<file path="src/hw/rtl/ple_pkg.sv">
// package for the positional list engine: sizes, codes, state and command types
// used by ple_ctrl, ple_dp and the top level; depends on nothing
package ple_pkg;

  localparam int CAPACITY   = 256;
  localparam int DATA_WIDTH = 32;
  localparam int ADDR_W     = $clog2(CAPACITY);
  localparam int CNT_W      = $clog2(CAPACITY + 1);
  localparam int ACT_W      = 3;
  localparam int POS_W      = 9;
  localparam int VAL_W      = 32;
  localparam int CMP_W      = ((CNT_W > POS_W) ? CNT_W : POS_W) + 1;

  typedef enum logic [ACT_W-1:0] {
    ACT_INSERT = 3'd0,
    ACT_DELETE = 3'd1,
    ACT_GET    = 3'd2,
    ACT_LOCATE = 3'd3,
    ACT_CLEAR  = 3'd4
  } act_e;

  typedef enum logic [1:0] {
    ST_OK       = 2'd0,
    ST_RANGE    = 2'd1,
    ST_FULL     = 2'd2,
    ST_NOTFOUND = 2'd3
  } status_e;

  typedef enum logic [3:0] {
    S_IDLE,
    S_DISPATCH,
    S_INS_SH,
    S_INS_WR,
    S_DEL_CAP,
    S_DEL_SH,
    S_GET_CAP,
    S_LOC,
    S_DONE
  } state_e;

  typedef enum logic [2:0] {
    PTR_HOLD,
    PTR_LOAD_AT,
    PTR_LOAD_TOP,
    PTR_ZERO,
    PTR_INC,
    PTR_DEC
  } ptr_op_e;

  typedef enum logic [1:0] {
    WR_NONE,
    WR_SHIFT_UP,
    WR_SHIFT_DN,
    WR_VALUE
  } wr_op_e;

  typedef enum logic [1:0] {
    RES_NONE,
    RES_INIT,
    RES_READ,
    RES_FOUND
  } res_op_e;

  typedef struct packed {
    logic    latch;
    ptr_op_e ptr_op;
    logic    rd_en;
    wr_op_e  wr_op;
    res_op_e res_op;
    logic    publish;
  } cmd_t;

  typedef struct packed {
    act_e action;
    logic full;
    logic ins_ok;
    logic acc_ok;
    logic ptr_at;
    logic more;
    logic match;
    logic out_busy;
  } sts_t;

endpackage

</file>
<file path="src/hw/rtl/ple_ctrl.sv">
// controller state machine of the positional list engine
// depends on ple_pkg; drives commands to ple_dp and reads its status
module ple_ctrl (
  input  logic          clk_i,
  input  logic          rst_ni,
  input  logic          in_valid_i,
  output logic          in_stall_o,
  input  ple_pkg::sts_t sts_i,
  output ple_pkg::cmd_t cmd_o
);

  ple_pkg::state_e state_q, state_d;

  always_ff @(posedge clk_i or negedge rst_ni) begin
    if (!rst_ni) begin
      state_q <= ple_pkg::S_IDLE;
    end else begin
      state_q <= state_d;
    end
  end

  always_comb begin
    state_d        = state_q;
    in_stall_o     = 1'b1;
    cmd_o.latch    = 1'b0;
    cmd_o.ptr_op   = ple_pkg::PTR_HOLD;
    cmd_o.rd_en    = 1'b0;
    cmd_o.wr_op    = ple_pkg::WR_NONE;
    cmd_o.res_op   = ple_pkg::RES_NONE;
    cmd_o.publish  = 1'b0;
    unique case (state_q)
      ple_pkg::S_IDLE: begin
        in_stall_o = 1'b0;
        if (in_valid_i) begin
          cmd_o.latch = 1'b1;
          state_d     = ple_pkg::S_DISPATCH;
        end
      end
      ple_pkg::S_DISPATCH: begin
        cmd_o.res_op = ple_pkg::RES_INIT;
        state_d      = ple_pkg::S_DONE;
        unique case (sts_i.action)
          ple_pkg::ACT_INSERT: begin
            if (!sts_i.full && sts_i.ins_ok) begin
              if (sts_i.acc_ok) begin
                cmd_o.ptr_op = ple_pkg::PTR_LOAD_TOP;
                cmd_o.rd_en  = 1'b1;
                state_d      = ple_pkg::S_INS_SH;
              end else begin
                state_d = ple_pkg::S_INS_WR;
              end
            end
          end
          ple_pkg::ACT_DELETE: begin
            if (sts_i.acc_ok) begin
              cmd_o.ptr_op = ple_pkg::PTR_LOAD_AT;
              cmd_o.rd_en  = 1'b1;
              state_d      = ple_pkg::S_DEL_CAP;
            end
          end
          ple_pkg::ACT_GET: begin
            if (sts_i.acc_ok) begin
              cmd_o.ptr_op = ple_pkg::PTR_LOAD_AT;
              cmd_o.rd_en  = 1'b1;
              state_d      = ple_pkg::S_GET_CAP;
            end
          end
          ple_pkg::ACT_LOCATE: begin
            if (sts_i.more) begin
              cmd_o.ptr_op = ple_pkg::PTR_ZERO;
              cmd_o.rd_en  = 1'b1;
              state_d      = ple_pkg::S_LOC;
            end
          end
          default: begin
            state_d = ple_pkg::S_DONE;
          end
        endcase
      end
      ple_pkg::S_INS_SH: begin
        cmd_o.wr_op = ple_pkg::WR_SHIFT_UP;
        if (sts_i.ptr_at) begin
          state_d = ple_pkg::S_INS_WR;
        end else begin
          cmd_o.ptr_op = ple_pkg::PTR_DEC;
          cmd_o.rd_en  = 1'b1;
        end
      end
      ple_pkg::S_INS_WR: begin
        cmd_o.wr_op = ple_pkg::WR_VALUE;
        state_d     = ple_pkg::S_DONE;
      end
      ple_pkg::S_DEL_CAP: begin
        cmd_o.res_op = ple_pkg::RES_READ;
        if (sts_i.more) begin
          cmd_o.ptr_op = ple_pkg::PTR_INC;
          cmd_o.rd_en  = 1'b1;
          state_d      = ple_pkg::S_DEL_SH;
        end else begin
          state_d = ple_pkg::S_DONE;
        end
      end
      ple_pkg::S_DEL_SH: begin
        cmd_o.wr_op = ple_pkg::WR_SHIFT_DN;
        if (sts_i.more) begin
          cmd_o.ptr_op = ple_pkg::PTR_INC;
          cmd_o.rd_en  = 1'b1;
        end else begin
          state_d = ple_pkg::S_DONE;
        end
      end
      ple_pkg::S_GET_CAP: begin
        cmd_o.res_op = ple_pkg::RES_READ;
        state_d      = ple_pkg::S_DONE;
      end
      ple_pkg::S_LOC: begin
        if (sts_i.match) begin
          cmd_o.res_op = ple_pkg::RES_FOUND;
          state_d      = ple_pkg::S_DONE;
        end else if (sts_i.more) begin
          cmd_o.ptr_op = ple_pkg::PTR_INC;
          cmd_o.rd_en  = 1'b1;
        end else begin
          state_d = ple_pkg::S_DONE;
        end
      end
      ple_pkg::S_DONE: begin
        if (!sts_i.out_busy) begin
          cmd_o.publish = 1'b1;
          state_d       = ple_pkg::S_IDLE;
        end
      end
      default: begin
        state_d = ple_pkg::S_IDLE;
      end
    endcase
  end

endmodule

</file>
<file path="config.mk">
export PLATFORM = sky130hd
export DESIGN_NAME = ple_ctrl
export DESIGN_NICKNAME = d
export VERILOG_FILES = /design/src/hw/rtl/ple_pkg.sv /design/src/hw/rtl/ple_ctrl.sv
export SDC_FILE = /design/constraint.sdc
export NUM_CORES = 1
export LEC_CHECK = 0
export ABC_CLOCK_PERIOD_IN_PS = 1600
export CAP_MARGIN = 5
export CORE_AREA = 2 2 39 41
export CTS_BUF_LIST = sky130_fd_sc_hd__clkbuf_8
export DETAILED_ROUTE_END_ITERATION = 7
export DIE_AREA = 0 0 41 43
export DONT_BUFFER_PORTS = 1
export PLACE_DENSITY_LB_ADDON = 0.12
export SLEW_MARGIN = 20
export SYNTH_ARGS = -nofsm -noshare
export SYNTH_HDL_FRONTEND = slang
export SYNTH_SLANG_ARGS = --single-unit
</file>
<file path="constraint.sdc">
create_clock -name clk_i -period 1.6 [get_ports clk_i]
set_input_delay 0.24 -clock clk_i [delete_from_list [all_inputs] [get_ports clk_i]]
set_output_delay 0.24 -clock clk_i [all_outputs]
set_load 0.1 [all_outputs]
</file>
== After elaboration in Yosys (flattened, before gate mapping) ==
Cells that the tools add are included.

* Output and inout bits: 11
* Bits in registers: 4
* Input bits: 13

* Reduce and logical (&&, ||, !) cells: 9
* Equal/unequal tests: 14
* Mux-type cells: 30

{| class="wikitable"
|+ Operators with widths
! kind !! number
|-
| 4-bit two-way mux || 13
|-
| 4-bit one-hot mux with 4 select lines || 2
|-
| 4-bit one-hot mux with 8 select lines || 1
|-
| 4-bit by 3-bit equality test with 1-bit output (second input constant) || 4
|-
| 2-bit one-hot mux with 3 select lines || 2
|-
| 3-bit two-way mux || 3
|-
| 3-bit one-hot mux with 3 select lines || 1
|-
| 4-bit by 2-bit equality test with 1-bit output (second input constant) || 2
|-
| 2-bit OR reduction || 4
|-
| 3-bit by 2-bit equality test with 1-bit output (second input constant) || 2
|-
| 1-bit two-way mux || 6
|-
| 2-bit inequality test (second input constant) || 3
|-
| 4-bit by 1-bit equality test with 1-bit output (second input constant) || 1
|-
| 4-bit equality test (second input constant) || 1
|-
| 4-bit zero test || 1
|-
| 2-bit two-way mux || 2
|-
| 3-bit by 1-bit equality test with 1-bit output (second input constant) || 1
|-
| 3-bit zero test || 1
|-
| 3-bit AND reduction || 1
|-
| 1-bit logical AND || 1
|-
| 1-bit zero test || 1
|}

== Longest topological paths before layout ==
Gate-level depths: netlist of run 1.

* Word-level depth: 5
* Mapped depth: 5
* Depth with buffers taken out: 4

== Worst setup path after synthesis of run 1 ==
OpenSTA, ideal clock, no wires.

* Path kind: reg2out
* Start point: reg state_q[0]
* End point: out cmd_o[5] in the netlist's numbering
* Data required time: 1.360 ns
* Cell stages (with the launch flop): 6
* Arrival time: 3.947 ns
* Path slack: -2.587 ns
* Cell sequence: dfrtp_1 > buf_2 > nor2b_1 > o211ai_1 > o21ai_0 > o21bai_1

{| class="wikitable"
|+ RTL lines
! what !! line !! source
|-
| from (decl) || ple_ctrl.sv:12 || <nowiki>ple_pkg::state_e state_q, state_d;</nowiki>
|-
| from (signal assigned) || ple_ctrl.sv:16 || <nowiki>state_q <= ple_pkg::S_IDLE;</nowiki>
|-
| from (signal assigned) || ple_ctrl.sv:18 || <nowiki>state_q <= state_d;</nowiki>
|-
| to (decl) || ple_ctrl.sv:9 || <nowiki>output ple_pkg::cmd_t cmd_o</nowiki>
|}

==> run_results.csv, run 1 <==
group,metric,value,unit
synthesis,synth-seq-cells,4,
synthesis,syn_avg_cell_area,7.29,um2
clock_network,clk_pin_slew,0.03,ns
grt,grt-ovfl-total,0,
cells_and_area,largest_reg_flops,4,
die,ios,24,
grt,grt_pass1_wl,2970,um
sta,maxSlewViolCount,0,
worst_setup_path,critPathLaunchType,"flip-flop",
cells_and_area,num-nets-final,111,
worst_setup_path,path_max_fanout,3,
clock_network,cts_tree,"built",
run_status,violations,"negative setup slack",
cells_and_area,finish.utilization,78.7,%
routing,drtAntennaViolNets,0,
run_status,outcome,"finished with violations",
cells_and_area,reg_top3,"state_q: 4 flops",
sta,worst_slack,-0.439,ns
die,dieArea,1760,um2
synthesis,synth_edf_count,0,
worst_setup_path,cp_top_family,"simple AND/OR/NAND/NOR gates",
die,die_h,43,um
clock_network,clock_latency,0.21,ns
routing,wl,2000,um
sta,fin_crit,2.04,ns
cells_and_area,fill_cells,90,
sta,relSlewSlack,73.1,%
cells_and_area,finalNonFillerCells,112,
worst_setup_path,crit_required,1.36,ns
placement,dp_hpwl,1150,um
sta,period_share,127,%
synthesis,synth-seq-area-share,20.2,%
cells_and_area,drive_gt1_share,60.4,%
worst_setup_path,crit_buf_inv,1,
cells_and_area,diodes,0,
worst_setup_path,max_stage_delay,0.58,ns
synthesis,yosys_warnings,0,
flow_run,drv_cap,0,
worst_setup_path,cp_cell_sequence,"or4b_4, nor2_4, o221ai_2, o21bai_4, buf_12",
sta,finalHoldViolations,0,
die,initial_utilization,35.8,%
grt,gr-usage-all-layers,24.7,%
placement,portBuffers,0,
routing,routedWlPerCell,17.9,um
grt,grt_max_degree,15,
routing,via_count,681,
worst_setup_path,crit_path_end_kind,"output pin",
synthesis,synthesis.area,495,um2
die,fp.coreArea,1380,um2
worst_setup_path,cp_slowest_cell,"or4b_4",
worst_setup_path,path_class,"flip-flop to output pin",
clock_network,cts-buffers-inserted,3,
clock_network,clock-sinks,4,
placement,place_congestion,0.771,
cells_and_area,syn2layout_area_growth,120,%
clock_network,clock_path_buffers,2,
sta,fmax,490,MHz
sta,setup-violations-final,10,
die,die_x,41,um
synthesis,synth.distinct_cells,32,
min_path,hold_class,"primary input to flip-flop",
synthesis,syn-num-nets,81,
sta,rsz0062_at_grt,"yes",
synthesis,synth_area_leaders,"dfrtp_1 (20%), nor2_1 (6.8%), mux2i_1 (6.1%), a211oi_1 (4.5%), nand2_1 (4.5%)",
clock_network,cts-root-buf,"clkbuf_8",
cells_and_area,final_common_cell,"buf_4",
synthesis,synthCells,68,
synthesis,yosys.area.top_type,"dfrtp_1",
die,num_rows,14,
synthesis,synth_top_area_share,20.2,%
synthesis,async_reset_ff_share,100,%
synthesis,ys.flop_type,"dfrtp_1",
power,finalPower,2200,uW
sta,skew,0.000390,ns
grt,antenna_found_initial,0,
sta,setup-tns-final,-1.49,ns
worst_setup_path,worstPathArrival,1.80,ns
power,power.density,2020,nW/um2
routing,drt-vias-per-instance,6.08,
placement,placedCellCount,103,
sta,worst_pin_slew,0.398,ns
power,max-vdd-ir-drop,1440,uV
cells_and_area,regMostFlops,"state_q",
cells_and_area,final_cell_mix,"buf_4 (15), buf_12 (10), buf_6 (5)",
routing,dr.pass1.iters,4,
clock_network,htreeDepth,1,
routing,drc,0,
power,p_leak,0.000446,uW
grt,grt_pass1_vias,698,
routing,drt_iter0_markers,8,
==> what timing repair did <==
action / in CTS / in global routing
hold buffers: 1 / 0
endpoints found under the setup margin: 9 / 12
endpoints found under the hold margin: 4 / 0
pin swaps: 7 / 6
gates resized for setup: 22 / 4
setup buffers: 7 / 0
==> path summary, 6_finish.rpt <==
check,from,end,slack (ns),cells after the start
min in group asynchronous,rst_ni,state_q[2],0.30,1
worst max-delay path,state_q[1],cmd_o[5],-0.44,5
worst min register to register,state_q[1],state_q[3],0.68,2
max in group asynchronous,rst_ni,state_q[1],1.13,1
worst min-delay path,sts_i[2],state_q[3],0.27,2
worst max register to register,state_q[1],state_q[1],-0.01,4
==> cell type report <==
type	instances	area, um2	area share (%)
Sequential cell	4	100	9.20
Timing Repair Buffer	31	379	34.8
Multi-Input combinational cell	55	537	49.3
Inverter	3	11.3	1.03
Tap cell	16	20.0	1.84
Clock buffer	3	41.3	3.79
==> per-stage QoR <==
| stage | worst slack [ns] | area, um2 | hold WS [ns] |
|---|---|---|---|
| 2_1_floorplan | -0.461 | 622 | -0.0556 |
| 6_report | -0.439 | 1090 | 0.265 |
| 5_1_grt | -0.470 | 1090 | 0.269 |
| 4_1_cts | -0.358 | 1090 | 0.255 |
| 3_5_place_dp | -0.137 | 903 | -0.0555 |
| 3_3_place_gp | -0.120 | 903 | -0.0555 |
==> worst reg2reg max path, stage by stage, from the launching register on <==
cell and delay (ns):
dfrtp_1 0.38, or4b_4 0.58, or2_4 0.27, a21oi_1 0.16, o21bai_1 0.14
==> synthesized netlist by cell type, drive strengths merged, types with 3 or more instances <==
master / number
a211oi: 3
a21oi: 4
buf: 3
clkbuf: 3
dfrtp: 4
inv: 3
mux2i: 3
nand2: 6
nor2: 9
o21ai: 3
==> per-layer routing <==
layer	up-vias	routed length, um	GRT usage, %
met5	-	0	0
met2	34	1050	41.3
met4	0	82	8.67
li1	304	-	-
met3	9	159	3.66
met1	334	713	30.3
==> power breakdown <==
group	internal (uW)	total (uW)	switching (uW)
sequential	136	164	27.9
clock	160	208	48.2
combinational	748	1830	1080
total	1040	2200	1150
==> cell families (layout without fill, tap and decap cells) <==
| group | count (synthesis) | after routing | synth area share [%] |
|---|---|---|---|
| AO/OA/AOI/OAI | 23 | 23 | 32.3 |
| multiplexers | 3 | 3 | 6.06 |
| buffers and inverters | 9 | 37 | 8.84 |
| flip-flops | 4 | 4 | 20.2 |
| XOR/XNOR | 1 | 1 | 1.77 |
| AND/OR/NAND/NOR | 28 | 28 | 30.8 |
No activity file was read; power rests on OpenSTA's default activity.
==> run 2, diff against run 1 <==
TNS_END_PERCENT = 5   (was not set)
==> run_results.csv, run 2 (synthesis gave the netlist of run 1 again) <==
group,metric,value,unit
run_status,outcome,"finished with violations",
run_status,violations,"negative setup slack",
die,num_rows,14,
sta,fin_crit,1.97,ns
grt,grt_pass1_wl,2710,um
sta,fmax,506,MHz
sta,worst_pin_slew,0.394,ns
min_path,min_from,"sts_i[2]",
clock_network,clock_latency,0.21,ns
min_path,hold_depth,2,
power,pwr-share-comb,82.0,%
min_path,hold_class,"primary input to flip-flop",
clock_network,cts-buffers-inserted,3,
grt,grt-ovfl-total,0,
routing,drtAntennaViolNets,0,
sta,setup-violations-final,8,
routing,dr.pass1.iters,4,
die,initial_utilization,35.8,%
power,internal_power,997,uW
cells_and_area,final_cell_mix,"buf_12 (11), buf_4 (10), nor2_1 (4), dfrtp_1 (4)",
power,finalPower,2070,uW
cells_and_area,reg_top3,"state_q: 4 flops",
clock_network,clk_pin_slew,0.03,ns
placement,place_area,888,um2
worst_setup_path,crit_buf_inv,1,
routing,wl,1520,um
worst_setup_path,cp_cell_sequence,"or4b_4, or2_4, a21oi_4, buf_12",
min_path,holdPathEnd,"state_q[1]",
die,ios,24,
worst_setup_path,crit_path_end_kind,"output pin",
worst_setup_path,r2r_end,"state_q[1]",
worst_setup_path,critPathLaunchType,"flip-flop",
worst_setup_path,crit_required,1.36,ns
power,p_switching,1070,uW
sta,rsz0062_at_grt,"yes",
worst_setup_path,cp_top_family,"simple AND/OR/NAND/NOR gates",
routing,routedWlPerCell,14.3,um
placement,dp_hpwl,1160,um
clock_network,cts-root-buf,"clkbuf_8",
power,swShare,51.8,%
clock_network,htreeDepth,1,
die,die_h,43,um
cells_and_area,final_common_cell,"buf_12",
sta,period_share,123,%
routing,drt_iter0_markers,11,
worst_setup_path,r2r_start,"state_q[3]",
flow_run,drv_cap,0,
power,max-vdd-ir-drop,1550,uV
die,dieArea,1760,um2
sta,worst_slack,-0.375,ns
cells_and_area,largest_reg_flops,4,
worst_setup_path,cp_slowest_cell,"or4b_4",
clock_network,clock_path_buffers,2,
power,seq_power_share,7.8,%
placement,portBuffers,0,
power,clkPwrFrac,10.2,%
clock_network,postCtsSetupRepairBufs,0,
worst_setup_path,worstRegToRegCells,4,
sta,skew,0.00128,ns
cells_and_area,diodes,0,
grt,grt_max_degree,15,
worst_setup_path,worstPathArrival,1.73,ns
routing,drt-vias-per-instance,5.80,
grt,gr-usage-all-layers,22.6,%
worst_setup_path,max_stage_delay,0.55,ns
power,p_leak,0.000396,uW
cells_and_area,drive_gt1_share,53.3,%
power,power.density,2080,nW/um2
grt,antenna_found_initial,0,
cells_and_area,design_area,996,um2
grt,grt_pass1_vias,635,
clock_network,clock-sinks,4,
die,die_x,41,um
sta,relSlewSlack,73.4,%
sta,maxSlewViolCount,0,
placement,place_congestion,0.819,
worst_setup_path,path_max_fanout,3,
sta,finalHoldViolations,0,
worst_setup_path,path_depth,4,
cells_and_area,syn2layout_area_growth,101,%
worst_setup_path,path_class,"flip-flop to output pin",
routing,via_count,615,
clock_network,cts_tree,"built",
cells_and_area,num-nets-final,105,
cells_and_area,regMostFlops,"state_q",
routing,drc,0,
die,fp.coreArea,1380,um2
worst_setup_path,r2r_slack,0.06,ns
[run 2: changes by cell type in the layout (fill, tap and decap cells not counted), sizes merged]
cell / delta
buf: -6
[run 2: cell type report]
type | instances | area (um2)
flip-flops and latches | 4 | 100
clock buffers | 3 | 41.3
multi-input cells | 55 | 484
repair buffers | 25 | 339
fillers | 103 | 388
inverters | 3 | 11.3
well taps | 16 | 20.0
[run 2: worst max path at each step]
stage | end | from | slack, ns
6_report | cmd_o[7] | state_q[3] | -0.37
5_1_grt | cmd_o[5] | state_q[3] | -0.44
4_1_cts | cmd_o[7] | state_q[1] | -0.37
3_5_place_dp | cmd_o[5] | state_q[1] | -0.16
3_3_place_gp | cmd_o[5] | state_q[1] | -0.16
2_1_floorplan | cmd_o[5] | state_q[0] | -0.46
[run 2: worst register-to-register path, cell delays in order, from the launching register on]
cell and delay, ns:
dfrtp_1 0.38, or4b_4 0.55, or2_4 0.27, a21oi_1 0.14, o21bai_1 0.12
[run 2: timing repair]
| action | 4_1_cts | 5_1_grt |
|---|---|---|
| pin swaps | 4 | 1 |
| hold endpoints to repair | 4 | 0 |
| hold buffers | 1 | 0 |
| resized for setup | 10 | 4 |
| endpoints found under the setup margin | 10 | 12 |
[run 2: power groups by stage]
stage | sequential (uW) | clock [uW] | combinational, uW
after floorplan | 154 | 0 | 1070
after global placement | 155 | 0 | 1580
after detailed placement | 159 | 0 | 1580
after CTS | 160 | 211 | 1660
after global routing | 164 | 224 | 1780
final | 161 | 211 | 1700
[run 2: stage by stage]
stage               setup WS (ns)  utilization [%]  hold WS, ns  instances  setup TNS, ns
floorplan                  -0.461                -      -0.0556         68          -3.41
global placement           -0.156             64.2      -0.0555        102         -0.351
detailed placement         -0.165             64.2      -0.0555        102         -0.434
CTS                        -0.370             70.8        0.238        106          -1.32
global route               -0.444             72.0        0.242        106          -1.82
finish                     -0.375             72.0        0.233        106          -1.29
[run 2: per-layer routing]
| layer | routed length (um) | up-vias | global-route usage, % |
|---|---|---|---|
| li1 | - | 294 | - |
| met1 | 592 | 299 | 29.4 |
| met2 | 810 | 20 | 34.4 |
| met3 | 91 | 2 | 3.14 |
| met4 | 27 | 0 | 12.0 |
| met5 | 0 | - | 0 |
==> run 3, diff against run 2 <==
ABC_CLOCK_PERIOD_IN_PS = 2500   (was 1600)
SKIP_CTS_REPAIR_TIMING = 1   (was not set)
clock period = 2.5 ns   (was 1.6 ns; I/O delays follow)
==> run_results.csv, run 3 (synthesis gave the netlist of run 1 again) <==
group,metric,value,unit
sta,rsz0062_at_grt,"no",
die,fp.coreArea,1380,um2
cells_and_area,reg_top3,"state_q: 4 flops",
sta,fin_crit,2.34,ns
cells_and_area,regMostFlops,"state_q",
clock_network,clock_latency,0.22,ns
worst_setup_path,worstPathArrival,1.96,ns
grt,antenna_found_initial,0,
power,max-vdd-ir-drop,665,uV
placement,dp_hpwl,985,um
routing,wl,1260,um
sta,fmax,428,MHz
placement,portBuffers,0,
worst_setup_path,r2r_end,"state_q[1]",
min_path,min_from,"sts_i[2]",
sta,period_share,93.6,%
routing,drtAntennaViolNets,0,
power,clkPwrFrac,13.2,%
worst_setup_path,crit_path_end_kind,"output pin",
sta,hold-worst-slack,0.381,ns
die,die_h,43,um
clock_network,cts-root-buf,"clkbuf_8",
cells_and_area,drive_gt1_share,35.0,%
clock_network,cts_tree,"built",
sta,finalHoldViolations,0,
routing,dr.pass1.iters,3,
cells_and_area,num-nets-final,95,
power,pwr-share-comb,76.5,%
clock_network,cts-buffers-inserted,3,
power,p_switching,602,uW
sta,skew,0.000508,ns
die,num_rows,14,
sta,relSlewSlack,78.5,%
grt,grt_max_degree,15,
min_path,hold_depth,2,
min_path,hold_class,"primary input to flip-flop",
routing,routedWlPerCell,13.2,um
run_status,outcome,"finished, final reports clean",
die,die_x,41,um
grt,gr-usage-all-layers,17.7,%
clock_network,clk_pin_slew,0.03,ns
cells_and_area,syn2layout_area_growth,48.5,%
cells_and_area,final_cell_mix,"buf_4 (11), nor2_1 (6), nand2_1 (6)",
worst_setup_path,critPathLaunch,"state_q[1]",
worst_setup_path,r2r_start,"state_q[1]",
worst_setup_path,r2r_slack,0.82,ns
power,finalPower,1020,uW
grt,grt_pass1_vias,532,
worst_setup_path,crit_required,2.12,ns
power,swShare,59.1,%
power,p_leak,0.000306,uW
sta,maxSlewViolCount,0,
clock_network,htreeDepth,1,
cells_and_area,diodes,0,
worst_setup_path,worstRegToRegCells,4,
routing,via_count,527,
grt,grt_pass1_wl,2140,um
power,power.density,1390,nW/um2
cells_and_area,final_common_cell,"buf_4",
min_path,holdPathEnd,"state_q[3]",
flow_run,drv_cap,0,
sta,setup-violations-final,0,
sta,worst_pin_slew,0.321,ns
die,ios,24,
die,initial_utilization,35.8,%
worst_setup_path,path_max_fanout,9,
clock_network,clock-sinks,4,
power,internal_power,417,uW
power,seq_power_share,10.3,%
cells_and_area,largest_reg_flops,4,
worst_setup_path,path_class,"flip-flop to output pin",
die,dieArea,1760,um2
grt,grt-ovfl-total,0,
placement,place_congestion,0.768,
worst_setup_path,critPathLaunchType,"flip-flop",
routing,drt-vias-per-instance,5.49,
clock_network,clock_path_buffers,2,
routing,drc,0,
routing,drt_iter0_markers,7,
[run 3: changes by cell type in the layout (fill, tap and decap cells not counted), sizes merged]
cell,change
buf,-10
[run 3: how the worst max path moves through the flow]
| stage | endpoint |
|---|---|
| floorplan | cmd_o[1] |
| global placement | cmd_o[5] |
| detailed placement | cmd_o[5] |
| CTS | cmd_o[5] |
| global route | cmd_o[5] |
| finish | cmd_o[5] |
[run 3: power by group through the flow]
stage	Combinational, uW	Sequential (uW)	Clock [uW]
final	780	105	135
after floorplan	600	96.2	0
after CTS	780	106	138
after detailed placement	779	106	0
after global routing	827	108	144
after global placement	778	106	0
[run 3: per-stage QoR]
step	utilization [%]	setup TNS, ns	instances	setup WS, ns	cell area [um2]
final	53.2	0	96	0.161	736
after floorplan	-	-2.56	68	-0.907	510
after CTS	52.3	0	95	0.0878	723
after detailed placement	49.3	0	92	0.310	682
after global routing	53.2	0	96	0.0428	736
after global placement	49.3	0	92	0.359	682
[run 3: layout make-up]
cell class,count,area [um2]
fillers,141,648
multi-input cells,55,410
repair buffers,15,153
flip-flops and latches,4,100
clock buffers,3,41.3
well taps,16,20.0
inverters,3,11.3
[run 3: metal layers]
metal	routed length (um)	share of wire, %	vias to the layer above	track usage, %
met5	0	0	-	0
met4	0	0	0	8.00
met3	92	7.3	0	5.24
met2	608	48	17	23.1
met1	563	45	240	26.1
li1	-	-	270	-
[run 3: worst max-delay path, stage by stage, from the launching register on]
cell      delay [ns]
dfrtp_1         0.47
or4b_4          0.59
nor2_2          0.15
o221ai_1        0.14
o21bai_2        0.20
buf_12          0.19
